## config.mk

```make
export PLATFORM = sky130hd
export DESIGN_NAME = led_pattern_sequencer
export DESIGN_NICKNAME = d
export VERILOG_FILES = /design/src/rtl/lps_pkg.sv /design/src/rtl/lps_cmd_queue.sv /design/src/rtl/lps_pattern_engine.sv /design/src/rtl/led_pattern_sequencer.sv
export SDC_FILE = /design/constraint.sdc
export NUM_CORES = 1
export LEC_CHECK = 0
export BUFFER_PORTS_ARGS = -buffer_cell sky130_fd_sc_hd__buf_2
export CORE_ASPECT_RATIO = 2
export CORE_UTILIZATION = 56
export DETAILED_ROUTE_END_ITERATION = 8
export HOLD_SLACK_MARGIN = 0.03
export PLACE_DENSITY = 0.76
export SETUP_SLACK_MARGIN = 0.02
export SYNTH_ARGS = -nofsm -noshare
export SYNTH_HDL_FRONTEND = slang
export SYNTH_SLANG_ARGS = --single-unit
```

## constraint.sdc

```tcl
create_clock -name i_clk -period 3.9 [get_ports i_clk]
set_clock_uncertainty 0.2 [all_clocks]
set_input_delay 0.78 -clock i_clk [delete_from_list [all_inputs] [get_ports i_clk]]
set_output_delay 0.78 -clock i_clk [all_outputs]
set_load 0.005 [all_outputs]
```

## src/rtl/lps_pkg.sv

```systemverilog
// Shared types, constants and SOS step tables for the LED pattern sequencer.
package lps_pkg;

    // Command queue sizing
    localparam int QUEUE_DEPTH = 10;
    localparam int QI_W        = (QUEUE_DEPTH > 1) ? $clog2(QUEUE_DEPTH) : 1;
    localparam int CNT_W       = $clog2(QUEUE_DEPTH + 1);

    // Pattern codes
    localparam logic [2:0] PAT_SLOW  = 3'd0;
    localparam logic [2:0] PAT_FAST  = 3'd1;
    localparam logic [2:0] PAT_SOLID = 3'd2;
    localparam logic [2:0] PAT_SOS   = 3'd3;
    localparam logic [2:0] PAT_OFF   = 3'd4;

    // Item kinds carried in tuser
    localparam logic ACT_TICK = 1'b0;
    localparam logic ACT_CMD  = 1'b1;

    // Timing constants in milliseconds, then the SOS step count and last step index
    localparam logic [15:0] SLOW_DEF_MS  = 16'd1000;
    localparam logic [15:0] FAST_DEF_MS  = 16'd200;
    localparam logic [15:0] STEADY_MS    = 16'd100;
    localparam logic [4:0]  SOS_STEPS    = 5'd21;
    localparam logic [4:0]  SOS_LAST     = 5'd20;

    // One queued command
    typedef struct packed {
        logic [2:0]  pattern;
        logic [15:0] rate_ms;
    } t_cmd;

    // Queue status seen by the pattern engine
    typedef struct packed {
        logic has_cmd;
        t_cmd head;
    } t_q_status;

    // LED level of an SOS step
    function automatic logic sos_level(input logic [4:0] step);
        logic lvl;
        case (step) inside
            5'd0, 5'd2, 5'd4, 5'd7, 5'd9, 5'd11, 5'd14, 5'd16, 5'd18: lvl = 1'b1;
            default: lvl = 1'b0;
        endcase
        return lvl;
    endfunction

    // Duration of an SOS step
    function automatic logic [15:0] sos_ms(input logic [4:0] step);
        logic [15:0] ms;
        case (step) inside
            5'd7, 5'd9, 5'd11: ms = 16'd600;
            5'd6, 5'd13:       ms = 16'd300;
            5'd20:             ms = 16'd1000;
            default:           ms = 16'd200;
        endcase
        return ms;
    endfunction

endpackage

```

## src/rtl/lps_cmd_queue.sv

```systemverilog
// Front end: the circular command queue.
module lps_cmd_queue
    import lps_pkg::*;
(
    input  logic      i_clk,
    input  logic      i_rst_n,
    input  logic      i_push,      // accepted command request
    input  t_cmd      i_cmd,
    input  logic      i_pop,       // engine consumes the head
    output logic      o_refused,   // push while full
    output t_q_status o_status
);

    localparam int SUM_W = CNT_W + 1;

    t_cmd             r_fifo [QUEUE_DEPTH];
    logic [QI_W-1:0]  r_head, n_head;
    logic [CNT_W-1:0] r_count, n_count;
    logic             full;
    logic [SUM_W-1:0] tail_sum;
    logic [QI_W-1:0]  tail;

    assign full      = (r_count == CNT_W'(QUEUE_DEPTH));
    assign o_refused = i_push && full;

    // Tail index, wrapped once (sum stays below twice the depth)
    always_comb begin
        tail_sum = SUM_W'(r_head) + SUM_W'(r_count);
        if (tail_sum >= SUM_W'(QUEUE_DEPTH))
            tail_sum = tail_sum - SUM_W'(QUEUE_DEPTH);
        tail = tail_sum[QI_W-1:0];
    end

    // Pointer and fill count updates
    always_comb begin
        n_head  = r_head;
        n_count = r_count;
        if (i_push && !full)
            n_count = r_count + CNT_W'(1);
        if (i_pop) begin
            n_head  = (r_head == QI_W'(QUEUE_DEPTH - 1)) ? '0 : r_head + QI_W'(1);
            n_count = r_count - CNT_W'(1);
        end
    end

    always_ff @(posedge i_clk) begin
        if (!i_rst_n) begin
            r_head  <= '0;
            r_count <= '0;
        end else begin
            r_head  <= n_head;
            r_count <= n_count;
        end
    end

    // Entry storage, no reset
    always_ff @(posedge i_clk) begin
        if (i_push && !full)
            r_fifo[tail] <= i_cmd;
    end

    assign o_status.has_cmd = (r_count != '0);
    assign o_status.head    = r_fifo[r_head];

    // A push that fits grows the queue by one
    a_push_grows: assert property (@(posedge i_clk) disable iff (!i_rst_n)
        i_push && !full |=> r_count == $past(r_count) + CNT_W'(1))
        else $error("queue count did not grow on push");

    // The engine never pops an empty queue
    a_pop_nonempty: assert property (@(posedge i_clk) disable iff (!i_rst_n)
        i_pop |-> r_count != '0)
        else $error("pop from empty queue");

endmodule

```

## src/rtl/lps_pattern_engine.sv

```systemverilog
// Back end: pattern timing, command application and the SOS sequence.
module lps_pattern_engine
    import lps_pkg::*;
(
    input  logic       i_clk,
    input  logic       i_rst_n,
    input  logic       i_tick,       // accepted 1 ms tick
    input  t_q_status  i_status,
    output logic       o_pop,
    output logic       o_led_next,   // LED level after this cycle's request
    output logic [2:0] o_mode_next
);

    logic [2:0]  r_mode, n_mode;
    logic [15:0] r_half, n_half;
    logic        r_led, n_led;
    logic [15:0] r_wait, n_wait;
    logic [4:0]  r_step, n_step;
    logic        boundary;
    logic [15:0] dur;
    logic [4:0]  s;

    assign boundary = i_tick && (r_wait == '0);
    assign o_pop    = boundary && !(r_mode == PAT_SOS && r_step != '0) && i_status.has_cmd;

    always_comb begin
        n_mode = r_mode;
        n_half = r_half;
        n_led  = r_led;
        n_wait = r_wait;
        n_step = r_step;
        dur    = r_wait;
        s      = (r_step < SOS_STEPS) ? r_step : '0;

        // Apply the head command at a boundary
        if (o_pop) begin
            case (i_status.head.pattern)
                PAT_SLOW: begin
                    n_mode = PAT_SLOW;
                    n_half = (i_status.head.rate_ms != '0) ? i_status.head.rate_ms
                                                           : SLOW_DEF_MS;
                end
                PAT_FAST: begin
                    n_mode = PAT_FAST;
                    n_half = (i_status.head.rate_ms != '0) ? i_status.head.rate_ms
                                                           : FAST_DEF_MS;
                end
                PAT_SOLID: n_mode = PAT_SOLID;
                PAT_SOS:   n_mode = PAT_SOS;
                PAT_OFF:   n_mode = PAT_OFF;
                default:   ;
            endcase
        end

        // Run one step of the (new) pattern
        if (boundary) begin
            case (n_mode)
                PAT_SLOW, PAT_FAST: begin
                    n_led = ~r_led;
                    dur   = n_half;
                end
                PAT_SOLID: begin
                    n_led = 1'b1;
                    dur   = STEADY_MS;
                end
                PAT_SOS: begin
                    n_led  = sos_level(s);
                    dur    = sos_ms(s);
                    n_step = (s == SOS_LAST) ? '0 : s + 5'd1;
                end
                default: begin
                    n_led = 1'b0;
                    dur   = STEADY_MS;
                end
            endcase
        end

        // Count the millisecond down
        if (i_tick)
            n_wait = (dur != '0) ? dur - 16'd1 : '0;
    end

    always_ff @(posedge i_clk) begin
        if (!i_rst_n) begin
            r_mode <= PAT_SLOW;
            r_half <= SLOW_DEF_MS;
            r_led  <= 1'b1;
            r_wait <= '0;
            r_step <= '0;
        end else begin
            r_mode <= n_mode;
            r_half <= n_half;
            r_led  <= n_led;
            r_wait <= n_wait;
            r_step <= n_step;
        end
    end

    assign o_led_next  = n_led;
    assign o_mode_next = n_mode;

    // A running wait loses exactly one per tick
    a_wait_countdown: assert property (@(posedge i_clk) disable iff (!i_rst_n)
        i_tick && r_wait != '0 |=> r_wait == $past(r_wait) - 16'd1)
        else $error("wait counter skipped");

    // SOS step index stays inside the sequence
    a_step_range: assert property (@(posedge i_clk) disable iff (!i_rst_n)
        r_step < SOS_STEPS)
        else $error("SOS step out of range");

    // Mid-sequence SOS takes no command
    a_sos_locked: assert property (@(posedge i_clk) disable iff (!i_rst_n)
        r_mode == PAT_SOS && r_step != '0 |-> !o_pop)
        else $error("command popped inside SOS sequence");

endmodule

```

## src/rtl/led_pattern_sequencer.sv

```systemverilog
// Top level of the LED pattern sequencer: stream ports and the result buffer.
//
// Usage:
//   Slave stream carries requests: tuser = 0 is a 1 ms tick, tuser = 1 is a
//   pattern command with pattern and rate_ms in tdata. Every request yields
//   exactly one result on the master stream: LED level, a refused flag for a
//   command dropped on a full queue, and the pattern now running.
//   Commands wait in a 10-entry queue and are applied at the next pattern
//   boundary (a tick whose wait has run out); SOS takes none mid-sequence.
// Output: each result is registered, in the skid register on a stall.
// Throughput: one request per cycle while s_axis_tready is high; the state
//   update of a request is a single step of the pattern engine and the queue.
// Reset: queue empty, slow blink at 1000 ms, LED lit; the first tick is a
//   boundary.
// Stall: a result waits in the output register while m_axis_tready is low;
//   one more request is taken into a skid register, after which
//   s_axis_tready drops until the master side drains.
module led_pattern_sequencer
    import lps_pkg::*;
(
    input  logic        i_clk,
    input  logic        i_rst_n,
    input  logic        s_axis_tvalid,
    output logic        s_axis_tready,
    input  logic [23:0] s_axis_tdata,   // [2:0] pattern, [18:3] rate_ms, rest zero
    input  logic        s_axis_tuser,   // [0] action
    output logic        m_axis_tvalid,
    input  logic        m_axis_tready,
    output logic [7:0]  m_axis_tdata    // [0] led_on, [1] refused, [4:2] active_pattern
);

    typedef struct packed {
        logic       led_on;
        logic       refused;
        logic [2:0] active_pattern;
    } t_result;

    logic      acc;
    logic      tick;
    logic      push;
    t_cmd      cmd;
    logic      refused;
    logic      pop;
    logic      led_next;
    logic [2:0] mode_next;
    t_q_status q_status;
    t_result   res;

    logic      r_out_valid;
    t_result   r_out;
    logic      r_skid_valid;
    t_result   r_skid;

    // Classify the accepted request
    assign acc  = s_axis_tvalid && s_axis_tready;
    assign tick = acc && (s_axis_tuser == ACT_TICK);
    assign push = acc && (s_axis_tuser == ACT_CMD);
    assign cmd.pattern = s_axis_tdata[2:0];
    assign cmd.rate_ms = s_axis_tdata[18:3];

    lps_cmd_queue u_queue (
        .i_clk     (i_clk),
        .i_rst_n   (i_rst_n),
        .i_push    (push),
        .i_cmd     (cmd),
        .i_pop     (pop),
        .o_refused (refused),
        .o_status  (q_status)
    );

    lps_pattern_engine u_engine (
        .i_clk       (i_clk),
        .i_rst_n     (i_rst_n),
        .i_tick      (tick),
        .i_status    (q_status),
        .o_pop       (pop),
        .o_led_next  (led_next),
        .o_mode_next (mode_next)
    );

    assign res.led_on         = led_next;
    assign res.refused        = refused;
    assign res.active_pattern = mode_next;

    // Output register with one skid entry
    assign s_axis_tready = !r_skid_valid;

    always_ff @(posedge i_clk) begin
        if (!i_rst_n) begin
            r_out_valid  <= 1'b0;
            r_skid_valid <= 1'b0;
        end else if (!r_out_valid || m_axis_tready) begin
            if (r_skid_valid) begin
                r_out_valid  <= 1'b1;
                r_skid_valid <= 1'b0;
            end else begin
                r_out_valid <= acc;
            end
        end else if (acc) begin
            r_skid_valid <= 1'b1;
        end
    end

    always_ff @(posedge i_clk) begin
        if (!r_out_valid || m_axis_tready) begin
            if (r_skid_valid)
                r_out <= r_skid;
            else if (acc)
                r_out <= res;
        end else if (acc) begin
            r_skid <= res;
        end
    end

    assign m_axis_tvalid = r_out_valid;
    assign m_axis_tdata  = {3'b000, r_out.active_pattern, r_out.refused, r_out.led_on};

endmodule

```

# Word level (Yosys, flattened, before mapping)
# Memories as Yosys holds them, arrays and structs flattened. A register that Yosys moved wholly into a read port is not among the register bits.
# Index checks and enable logic that the tools add are counted.
dict set report op_classes {
  addsub 7
  mul 0
  div_mod_pow 0
  magnitude_cmp 2
  n_eq_ne 21
  shifts 0
  muxes 28
  bitwise 4
  n_reduce_logical 32
}
# op n
set ops {}
lappend ops {{two-way mux 16 bit} 7}
lappend ops {{one-hot mux 16 bit (2 select lines)} 2}
lappend ops {{nonzero test 16 bit} 2}
lappend ops {{two-way mux 4 bit} 6}
lappend ops {{== test 5 x 4 -> 1 bit, second input constant} 4}
lappend ops {{two-way mux 5 bit} 4}
lappend ops {{zero test 16 bit} 1}
lappend ops {{subtractor 16 x 1 -> 16 bit, second input constant} 1}
lappend ops {{== test 3 x 2 -> 1 bit, second input constant} 5}
lappend ops {{== test 5 x 3 -> 1 bit, second input constant} 3}
lappend ops {{== test 5 bit, second input constant} 3}
lappend ops {{one-hot mux 3 bit (5 select lines)} 1}
lappend ops {{two-way mux 10 bit} 1}
lappend ops {{logical AND 1 bit} 9}
lappend ops {{OR reduction 9 bit} 1}
lappend ops {{adder 4 x 1 -> 4 bit, second input constant} 2}
lappend ops {{== test 4 bit, second input constant} 2}
lappend ops {{== test 3 x 1 -> 1 bit, second input constant} 2}
lappend ops {{zero test 3 bit} 2}
lappend ops {{AND reduction 2 bit} 3}
lappend ops {{OR reduction 2 bit} 3}
lappend ops {{adder 4 x 4 -> 5 bit} 1}
lappend ops {{adder 5 x 1 -> 5 bit, second input constant} 1}
lappend ops {{== test 5 x 2 -> 1 bit, second input constant} 1}
lappend ops {{16 further kinds} 27}
dict set report word_totals {
  reg_bits 61
  latch_bits 0
  mem_bits_rw 190
  romBits 0
  inputBits 29
  output_inout_bits 10
  wordCells 110
  mem_count 1
}
# memory depth width rd rd_ports_with_merged_regs write_ports line
set mem_list {}
lappend mem_list {u_queue.r_fifo 10 19 1 1 1 lps_cmd_queue.sv:16} ;# t_cmd r_fifo [QUEUE_DEPTH];

# Logic depth before layout (Yosys ltp)
# Gate-level depths: netlist of the first run.
dict set report depth {
  depth_word 13
  ltp_mapped 17
  depth_no_buf 16
}

# By module
# From an unflattened synthesis of the first run, not the netlist that was laid out.
dict set report hier_totals {
  cells_unflattened 831
  hier_area_um2 11547.3
}
# mod instances cells_each area_each_um2 seq_area_each_um2
set modules_own_cells {}
lappend modules_own_cells {lps_cmd_queue 1 429 8175.3 5945.7}
lappend modules_own_cells {lps_pattern_engine 1 370 2856.5 820.8}
lappend modules_own_cells {led_pattern_sequencer 1 32 515.5 340.3}

# Least setup slack after synthesis of the first run
# No wires, ideal clock.
dict set report synth_timing {
  kind {reg2reg}
  start {register u_queue.r_count[0]}
  end {memory u_queue.r_fifo[3][0] (netlist bit) (enable)}
  setup_ns 0.423
  arrival_time_ns 3.459
  required_time_ns 3.277
  setup_slack_ns -0.182
  path_stages_with_launch 12
  path_buffers 0
  synth_period_minus_slack_ns 4.082
  cell_sequence {dfxtp_1 > ha_1 > fa_1 > xor2_1 > inv_1 > ha_1 > o21ai_0 > nand2_1 > nand2_1 > nand2_1 > o311ai_0 > nor3b_1}
}
dict set report synth_via {
  elab_chain_len 5
  word_cells_on_any_way 9
  classes_between {add/sub (2); order compare (1); eq/ne (1); mux (3); reduce/logical (2)}
}
# element line
set synth_lines {}
lappend synth_lines {{from (decl)} lps_cmd_queue.sv:18} ;# logic [CNT_W-1:0] r_count, n_count;
lappend synth_lines {{from (signal assigned)} lps_cmd_queue.sv:52} ;# r_count <= n_count;
lappend synth_lines {{parallel branches: the longest is 5 deep, another holds adder 4 x 4 -> 5 bit} -}
lappend synth_lines {{to (decl)} lps_cmd_queue.sv:16}
# Several ways; the timed one is not identified.

==> results.toml, run 1 <==
[drt]
wl_met1_um = 9570
dr_wl_met2_um = 14700
routedWlPerCell_um = 20.5
route.detailed.drc = 0
drt-pass1-iter-count = 5
wirelength_um = 26500
top_layer = "met4"
dr_wl_met3_um = 969
via_count = 7584
drtIter0Drc = 439
vias_per_cell = 5.86
postRouteAntennaNets = 0

[floorplanning]
io_pins = 39
design.die.area_um2 = 21300
design.core.area_um2 = 20400
rows = 74
dieHeight_um = 206
chipWidth_um = 104
initial_core_util_pct = 57.0

[clock_network]
tritoncts = "built"
h-tree-depth = 1
cts.hold.buffers_added = 0
clkTransAtPathRegs_ns = 0.07
clock_sinks = 255
clk_latency_ns = 0.51
cts_buffer_depth = 3
cts_root_buf = "clkbuf_16"
cts_buffers = 22

[worst_setup_path]
cp_data_arrival_time_ns = 3.93
critPathCaptureType = "register"
startpoint_type = "register"
timing.reg2reg.setup_slack_ns = 0.16
rr_worst_depth = 16
crit_fanout = 14
critical_path_required_ns = 4.08
worstSetupPathType = "register to register"

[synth]
synth_cell_types = 79
ys_seq_area_share_pct = 61.2
syn_area_um2 = 11600
synthCells = 886
synth_area_leader_cell = "edfxtp_1"
synthArstFlopShare_pct = 0
synth_edf_count = 200
syn_avg_cell_area_um2 = 13.1
synth-main-ff-cell = "edfxtp_1"
ys_ff_latch = 255
ys_top_cells_by_area = "edfxtp_1 52%, mux2i_1 9.6%, dfxtp_1 9.5%"
yosysTopAreaCellShare_pct = 51.7
ys.warnings.count = 0

[sta]
slew_headroom_pct = 38.2
rsz0062_at_grt = "true"
max_freq_ghz = 0.267
tightest_slew_ns = 0.913
post-route-period-util_pct = 96.0
finalCriticalPeriod_ns = 3.74
finalHoldViolCount = 0
setup_viol = 0
drv_slew = 0

[pwr]
power.internal_mw = 5.87
p_total_mw = 8.58
p_leak_nw = 4.65
p_clk_share_pct = 25.1
p_sw_share_pct = 31.6
ir_drop_uv = 578
power_density_nw_per_um2 = 630
p_sw_mw = 2.72
seqPwrFrac_pct = 38.3
combPwrFrac_pct = 36.6

[global_route]
grt_max_degree = 44
grt_pass1_wl_um = 40900
antenna_found_initial = 1
grt_pass1_vias = 7717
grt_usage_pct = 25.2
overflow = 0

[job]
max-cap-violations = 0

[placement]
routabilityCongestion = 0.876
dpl_cell_area_um2 = 12800
port_buffers = 30
dp_hpwl_um = 18100

[final_layout]
finalInstanceArea_um2 = 13600
fillCellCount = 1479
multi_input_comb_area_um2 = 4310
area_delta_synth_final_pct = 17.3
finalNetCount = 1056
seq_area_um2 = 7110
layout-drive-gt1-share_pct = 23.7

[outcome]
status = "completed"

[worst_hold_path]
holdPathStages = 2
hp-class = "register to register"
area by class of cell:
| type | count | area share (%) |
|---|---|---|
| Antenna cell | 1 | 0.0184 |
| Clock buffer | 33 | 4.65 |
| Clock inverter | 7 | 0.551 |
| Inverter | 15 | 0.414 |
| Multi-Input combinational cell | 579 | 31.7 |
| Sequential cell | 255 | 52.2 |
| Tap cell | 266 | 2.44 |
| Timing Repair Buffer | 139 | 8.03 |
metal layers:
metal | vias up | GRT usage (%)
li1 | 3615 | -
met1 | 3695 | 26.4
met2 | 201 | 48.9
met3 | 73 | 2.06
met4 | 0 | 13.9
met5 | - | 0
layout by cell type, fill, tap and decap left out, types with 14 or more instances in the layout:
master     synthesis  layout
a22oi_1           38      38
edfxtp_1         200     200
nand2_1           55      55
o21ai_0           23      23
and2_1            17      17
buf_2              9      30
nor2b_1           23      22
nor2_1            61      54
nand3_1           17      17
buf_4             11      98
clkbuf_16          0      23
a21oi_1           20      19
mux2i_1          111     111
xnor2_1           14      14
dfxtp_1           55      54
a31o_2            20      20
repair_timing:
action	CTS	global route
cloned	0	0
setup buffers	1	7
gates resized for setup	1	11
endpoints found under the setup margin	3	33
pin swaps	0	2
Yosys cell counts (all sizes together) (7+ instances only):
library cell / number
nand2: 56
a22oi: 39
ha: 13
nor3b: 7
clkbuf: 13
xnor2: 14
nand4: 9
a21boi: 12
dfxtp: 55
nand3: 17
a21o: 9
mux2: 7
nor2: 62
a21oi: 20
o21ai: 32
edfxtp: 200
inv: 14
mux2i: 111
buf: 26
nor2b: 23
nor4: 12
and2: 17
a31o: 20
and3: 7
nor3: 14
final timing paths:
| check | to | startpoint |
|---|---|---|
| setup / recovery | u_engine.r_wait[4] | register |
| hold reg to reg | u_engine.r_half[9] | u_engine.r_half[9] |
| hold / removal | u_engine.r_half[9] | u_engine.r_half[9] |
| setup reg to reg | u_engine.r_wait[4] | register |
flip-flops by register name, summed over array words and instances (netlist names), named ones only:
register	count
u_queue.r_count	4
u_engine.r_half	16
u_queue.r_fifo	190
r_skid	5
m_axis_tdata	5
u_engine.r_led	1
u_engine.r_step	5
r_skid_valid	1
m_axis_tvalid	1
u_queue.r_head	4
u_engine.r_wait	16
u_engine.r_mode	3
per-stage QoR:
stage | hold slack [ns] | std cells | setup WS [ns] | utilization, % | setup TNS, ns
after floorplan | 0.237 | 888 | -0.182 | - | -9.59
after global placement | 0.252 | 1246 | -0.223 | 62.8 | -2.15
after detailed placement | 0.256 | 1246 | -0.306 | 62.8 | -3.33
after CTS | 0.271 | 1287 | 0.0758 | 66.3 | 0
after global routing | 0.290 | 1295 | -0.00351 | 66.8 | -0.00351
final | 0.266 | 1295 | 0.157 | 66.8 | 0
power groups by stage:
stage	Sequential [mW]	Combinational (mW)	Clock [mW]
detailed placement	3.35	2.99	0
floorplan	3.29	1.97	0
finish	3.29	3.14	2.15
global placement	3.34	2.94	0
global route	3.30	3.38	2.26
CTS	3.28	3.03	2.18
logic make-up after synthesis:
kind of cell               Yosys count  synth area share [%]
muxes                              118                  10.3
and+or+nand+nor                    251                  11.8
xor gates and xnor gates            17                  1.28
buffers and inverters               54                  2.53
DFF                                255                  61.2
adders and majority gates           15                  1.75
other                                1                0.0323
AOI/OAI and AO/OA                  175                  11.2
critical path, stage by stage (launching register included):
cell and delay (ns):
dfxtp_1 0.43, nor2b_2 0.36, buf_12 0.20, nand2_1 0.10, a41oi_2 0.22, and3_1 0.23, buf_12 0.14, buf_4 0.14
mux2i_1 0.22, mux2i_1 0.11, a31oi_1 0.18, o21ai_1 0.12, nand4bb_4 0.31, or2_4 0.32, buf_4 0.15, nand3_1 0.07
a21boi_0 0.09
Power figures use the tool's default switching activity.
==> inputs of run 2 (changes only) <==
Settings changed: PLACE_DENSITY 0.76 to 0.81.
==> run 2 against run 1 <==
Clock power is 8% higher. Sequential power about the same. Die area unchanged. Cell area grew 0.60%.
==> results.toml, run 2 (synthesis gave the netlist of run 1 again) <==
[outcome]
status = "completed"

[floorplanning]
design.die.area_um2 = 21300
chipWidth_um = 104
io_pins = 39
dieHeight_um = 206
rows = 74
initial_core_util_pct = 57.0
design.core.area_um2 = 20400

[clock_network]
cts_buffer_depth = 3
h-tree-depth = 1
clkTransAtPathRegs_ns = 0.07
clock_sinks = 255
cts_root_buf = "clkbuf_16"
cts_buffers = 22
tritoncts = "built"
clk_latency_ns = 0.52

[final_layout]
final_cell_mix = "200 x edfxtp_1, 108 x mux2i_1, 92 x buf_4"
largest_register_ffs = 190
finalNetCount = 1051
layout_commonest_cell = "edfxtp_1"
fillCellCount = 1453
area_delta_synth_final_pct = 18.0
top_register = "u_queue.r_fifo"
reg_top3 = "u_queue.r_fifo x190, u_engine.r_half x16, u_engine.r_wait x16"
layout-drive-gt1-share_pct = 24.3

[sta]
worst_hold_slack_ns = 0.273
setup_viol = 0
rsz0062_at_grt = "true"
finalHoldViolCount = 0
post-route-period-util_pct = 95.2
slew_headroom_pct = 21.4
tightest_slew_ns = 1.16
max_freq_ghz = 0.269
drv_slew = 0
finalCriticalPeriod_ns = 3.71

[worst_setup_path]
cp_data_arrival_time_ns = 3.92
worstSetupPathType = "register to register"
cp_cell_sequence = "buf_12, mux2i_1, a22o_2, o31a_1, buf_4, o211a_1, o22ai_4, buf_6, nor3_1, a211o_4, nor2_4, nand4_1, or2_1, nor3b_1, o21a_1"
r2r_end = "u_engine.r_wait[1]"
timing.reg2reg.setup_slack_ns = 0.19
crit_end = "u_engine.r_wait[1]"
critical_path_required_ns = 4.11
rr_worst_depth = 15
crit_fanout = 9
startpoint_type = "register"
critPathCaptureType = "register"
crit_slowest_cell = "dfxtp_4"
critical-path-max-stage-delay_ns = 0.39

[global_route]
grt_usage_pct = 25.1
antenna_found_initial = 4
grt_max_degree = 37
overflow = 0
grt_pass1_vias = 7892
grt_pass1_wl_um = 41000

[worst_hold_path]
hp-class = "register to register"

[pwr]
p_leak_nw = 4.68
ir_drop_uv = 435
p_total_mw = 8.76
power_density_nw_per_um2 = 639

[drt]
drt-pass1-iter-count = 7
wirelength_um = 27000
postRouteAntennaNets = 0
routedWlPerCell_um = 20.9
drtIter0Drc = 456
route.detailed.drc = 0
vias_per_cell = 6.03
via_count = 7789

[job]
max-cap-violations = 0

[placement]
port_buffers = 30
routabilityCongestion = 0.913
dp_hpwl_um = 18100
-- run 2: changes by cell type in the layout (fill, tap and decap cells not counted), sizes merged --
cell,before,now
buf,138,132
clkbuf,34,30
clkinvlp,0,2
diode,1,2
bufinv,1,2
clkinv,4,6
-- run 2: per-layer routing --
layer	global-route usage, %	part of all wire, %	up-vias
met4	18.6	6.3	2
li1	-	-	3608
met2	47.9	56	270
met1	24.3	33	3803
met3	3.20	4.8	106
met5	0	0.063	-
-- run 2: final cells by class --
| type | instances | area (µm²) | share of cell area [%] |
|---|---|---|---|
| multi-input combinational | 579 | 4330 | 31.6 |
| sequential | 255 | 7110 | 51.9 |
| timing repair buffer | 134 | 1070 | 7.82 |
| antenna | 2 | 5.00 | 0.0365 |
| clock inverter | 12 | 141 | 1.03 |
| inverter | 15 | 56.3 | 0.411 |
| clock buffer | 28 | 647 | 4.72 |
| tap | 266 | 333 | 2.43 |
-- run 2: worst min-delay path by stage --
stage	startpoint	end	slack [ns]	cells after the start
final	u_engine.r_half[9]	u_engine.r_half[9]	0.27	2
after global routing	u_engine.r_half[9]	u_engine.r_half[9]	0.30	2
after CTS	u_engine.r_half[9]	u_engine.r_half[9]	0.27	2
after detailed placement	u_engine.r_half[9]	u_engine.r_half[9]	0.26	2
after global placement	u_engine.r_half[9]	u_engine.r_half[9]	0.25	2
after floorplan	u_engine.r_half[9]	u_engine.r_half[9]	0.24	2
-- run 2: where the power goes --
part | total, mW | switching (mW) | internal (mW)
Sequential | 3.29 | 0.147 | 3.14
Clock | 2.32 | 0.990 | 1.33
Combinational | 3.15 | 1.65 | 1.49
-- run 2: timing repair --
item / in CTS / in global routing
buffers inserted: 2 / 2
setup endpoints to repair: 9 / 14
pin swaps: 0 / 4
gates cloned: 0 / 2
gates resized for setup: 2 / 19
hold buffers: 0 / 0
-- run 2: through the flow --
| step | setup TNS [ns] | cells | area [µm²] | util (%) | setup WS, ns |
|---|---|---|---|---|---|
| 6_report | 0 | 1291 | 13700 | 67.2 | 0.187 |
| 5_1_grt | 0 | 1291 | 13700 | 67.2 | 0.00381 |
| 4_1_cts | 0 | 1285 | 13500 | 66.4 | 0.101 |
| 3_5_place_dp | -3.82 | 1243 | 12700 | 62.3 | -0.325 |
| 3_3_place_gp | -3.43 | 1243 | 12700 | 62.3 | -0.275 |
| 2_1_floorplan | -9.59 | 888 | 11600 | - | -0.182 |
-- run 2: critical path: cells and delay by family (launching register included) --
kind	cells	cell delay, ns
compound gates	6	1.68
mux	1	0.12
flops	1	0.39
simple gates	5	0.73
buf+inv	3	0.47
==> inputs of run 3 (changes only) <==
--- a/config.mk
+++ b/config.mk
@@ -7,2 +7,3 @@
 export LEC_CHECK = 0
+export ABC_AREA = 1
 export BUFFER_PORTS_ARGS = -buffer_cell sky130_fd_sc_hd__buf_2
--- a/constraint.sdc
+++ b/constraint.sdc
@@ -4,2 +4,2 @@
 set_output_delay 0.78 -clock i_clk [all_outputs]
-set_load 0.005 [all_outputs]
+set_load 0.02 [all_outputs]
==> run 3 against run 2 <==
Non-clock buffer count fell by 64. First-iteration DRC count is 15% higher. Sequential cell count stayed put. Synthesized cell count is 47% higher. Clock power is 8% lower. Sequential power hardly changed. Register-to-register slack gained 0.10 ns. Global-route usage shrank 0.38 points. Worst setup slack improved by 0.10 ns. Critical path type unchanged. Highest routed layer is now met4.
==> results.toml, run 3 <==
[pwr]
p_sw_mw = 3.14
power.internal_mw = 5.38
ir_drop_uv = 455
combPwrFrac_pct = 36.4
seqPwrFrac_pct = 38.6
p_sw_share_pct = 36.8
power_density_nw_per_um2 = 637
p_clk_share_pct = 25.0
p_leak_nw = 5.53

[floorplanning]
dieHeight_um = 210
rows = 75
design.die.area_um2 = 22300
initial_core_util_pct = 57.6
design.core.area_um2 = 21100
chipWidth_um = 106
io_pins = 39

[sta]
slew_headroom_pct = 43.2
setup_slack_ns = 0.289
finalHoldViolCount = 0
post-route-period-util_pct = 92.6
drv_slew = 0
rsz0062_at_grt = "false"
max_freq_ghz = 0.277
tightest_slew_ns = 0.850
setup_tns_ns = 0
setup_viol = 0
finalCriticalPeriod_ns = 3.61

[synth]
ys_seq_area_share_pct = 58.5
synth_area_leader_cell = "edfxtp_1"
syn_area_um2 = 12200
netlist_top_cells_count = "354 x nand2_1, 200 x edfxtp_1, 149 x inv_1"
ys_ff_latch = 255
synth.most_common_cell = "nand2_1"
syn_avg_cell_area_um2 = 9.33
synth_edf_count = 200
synthCells = 1303
synth_cell_types = 47
ys.warnings.count = 0
synthArstFlopShare_pct = 0
synth-main-ff-cell = "edfxtp_1"
yosysTopAreaCellShare_pct = 49.4
ys_top_cells_by_area = "edfxtp_1 49%, nand2_1 11%, dfxtp_1 9.1%"

[global_route]
grt_pass1_vias = 8848
grt_max_degree = 75
grt_pass1_wl_um = 42300
overflow = 0
grt_usage_pct = 24.7
antenna_found_initial = 0

[worst_setup_path]
worstSetupPathType = "register to register"
critical_path_required_ns = 4.07
crit_fanout = 35
critPathCaptureType = "register"
startpoint_type = "register"
cp_data_arrival_time_ns = 3.78
timing.reg2reg.setup_slack_ns = 0.29

[placement]
routabilityCongestion = 0.891
post-place-cells = 1597
port_buffers = 30
place_ws_ns = 0.0987
dp_hpwl_um = 17900

[final_layout]
layout_commonest_cell = "nand2_1"
area_delta_synth_final_pct = 10.0
final_cell_mix = "354 x nand2_1, 200 x edfxtp_1, 149 x inv_1"
stdcell_count = 1634
largest_register_ffs = 190
finalNetCount = 1395
layout-drive-gt1-share_pct = 14.1
diodes = 0
reg_top3 = "u_queue.r_fifo x190, u_engine.r_half x16, u_engine.r_wait x16"
top_register = "u_queue.r_fifo"

[job]
max-cap-violations = 0

[drt]
postRouteAntennaNets = 0
via_count = 8859
drt-pass1-iter-count = 7
wirelength_um = 26600
route.detailed.drc = 0
routedWlPerCell_um = 16.3
drtIter0Drc = 524
vias_per_cell = 5.42

[worst_hold_path]
hp-class = "register to register"

[clock_network]
cts.hold.buffers_added = 0
clkTransAtPathRegs_ns = 0.07
cts_root_buf = "clkbuf_16"
post_cts_buffers = 0
cts_buffers = 21
cts_buffer_depth = 3
clk_latency_ns = 0.52
post_cts_resized = 0
clock_sinks = 255
h-tree-depth = 1
tritoncts = "built"

[outcome]
status = "completed"
## run 3: routing by layer
layer | track usage [%] | share of wire (%) | vias up
li1 | - | - | 4324
met2 | 46.8 | 55 | 298
met3 | 2.91 | 4.9 | 118
met1 | 24.1 | 34 | 4119
met5 | 0 | 0 | -
met4 | 17.6 | 6.4 | 0
## run 3: path summary, 6_finish.rpt
path / startpoint / to / cells past startpoint
worst min register to register: u_engine.r_half[2] / u_engine.r_half[2] / 2
worst max register to register: register / u_engine.r_wait[12] / 22
worst min-delay path: u_engine.r_half[2] / u_engine.r_half[2] / 2
worst max-delay path: register / u_engine.r_wait[12] / 22
## run 3: logic make-up after synthesis
family,after synthesis,share of synthesized area (%)
compound gates,118,5.63
flops,255,58.5
xor+xnor,10,0.721
fa+ha+maj,15,1.67
buf+inv,216,7.92
other cells,1,0.0309
simple gates,688,25.6
## run 3: final cells by class
type	count	area [µm²]
flip-flops and latches	255	7110
well taps	269	337
multi-input cells	834	4120
repair buffers	70	492
inverters	169	636
clock inverters	11	136
fillers	1671	7740
clock buffers	26	544
## run 3: worst max-delay path, cell delays in order, from the launching register on
cell and delay, ns:
dfxtp_4 0.37, buf_4 0.35, nand2_1 0.09, nand2_1 0.08
nand2_1 0.06, nand3_1 0.12, nand3_1 0.13, nand2_2 0.17
inv_2 0.06, nand2_4 0.09, nor2_4 0.05, buf_12 0.15
or2_2 0.27, nand2_1 0.10, nand2_1 0.10, a21oi_4 0.19
nand2_2 0.11, nor2_4 0.12, nand3_2 0.12, nor2_1 0.24
nand3_1 0.13, nand3_1 0.12, a21oi_1 0.06
## run 3: power by group through the flow
stage	clock, mW	sequential, mW	combinational, mW
6_report	2.13	3.29	3.10
5_1_grt	2.26	3.30	3.45
4_1_cts	2.16	3.28	3.10
3_5_place_dp	0	3.34	3.08
3_3_place_gp	0	3.33	3.00
2_1_floorplan	0	3.31	2.40
## run 3: per-stage QoR
stage	total power, mW	hold slack, ns	utilization [%]	instance area (µm²)
final	8.52	0.270	63.3	13400
after global routing	9.01	0.303	63.3	13400
after CTS	8.54	0.273	63.3	13400
after detailed placement	6.42	0.262	60.1	12700
after global placement	6.33	0.259	60.1	12700
after floorplan	5.71	0.246	-	12200
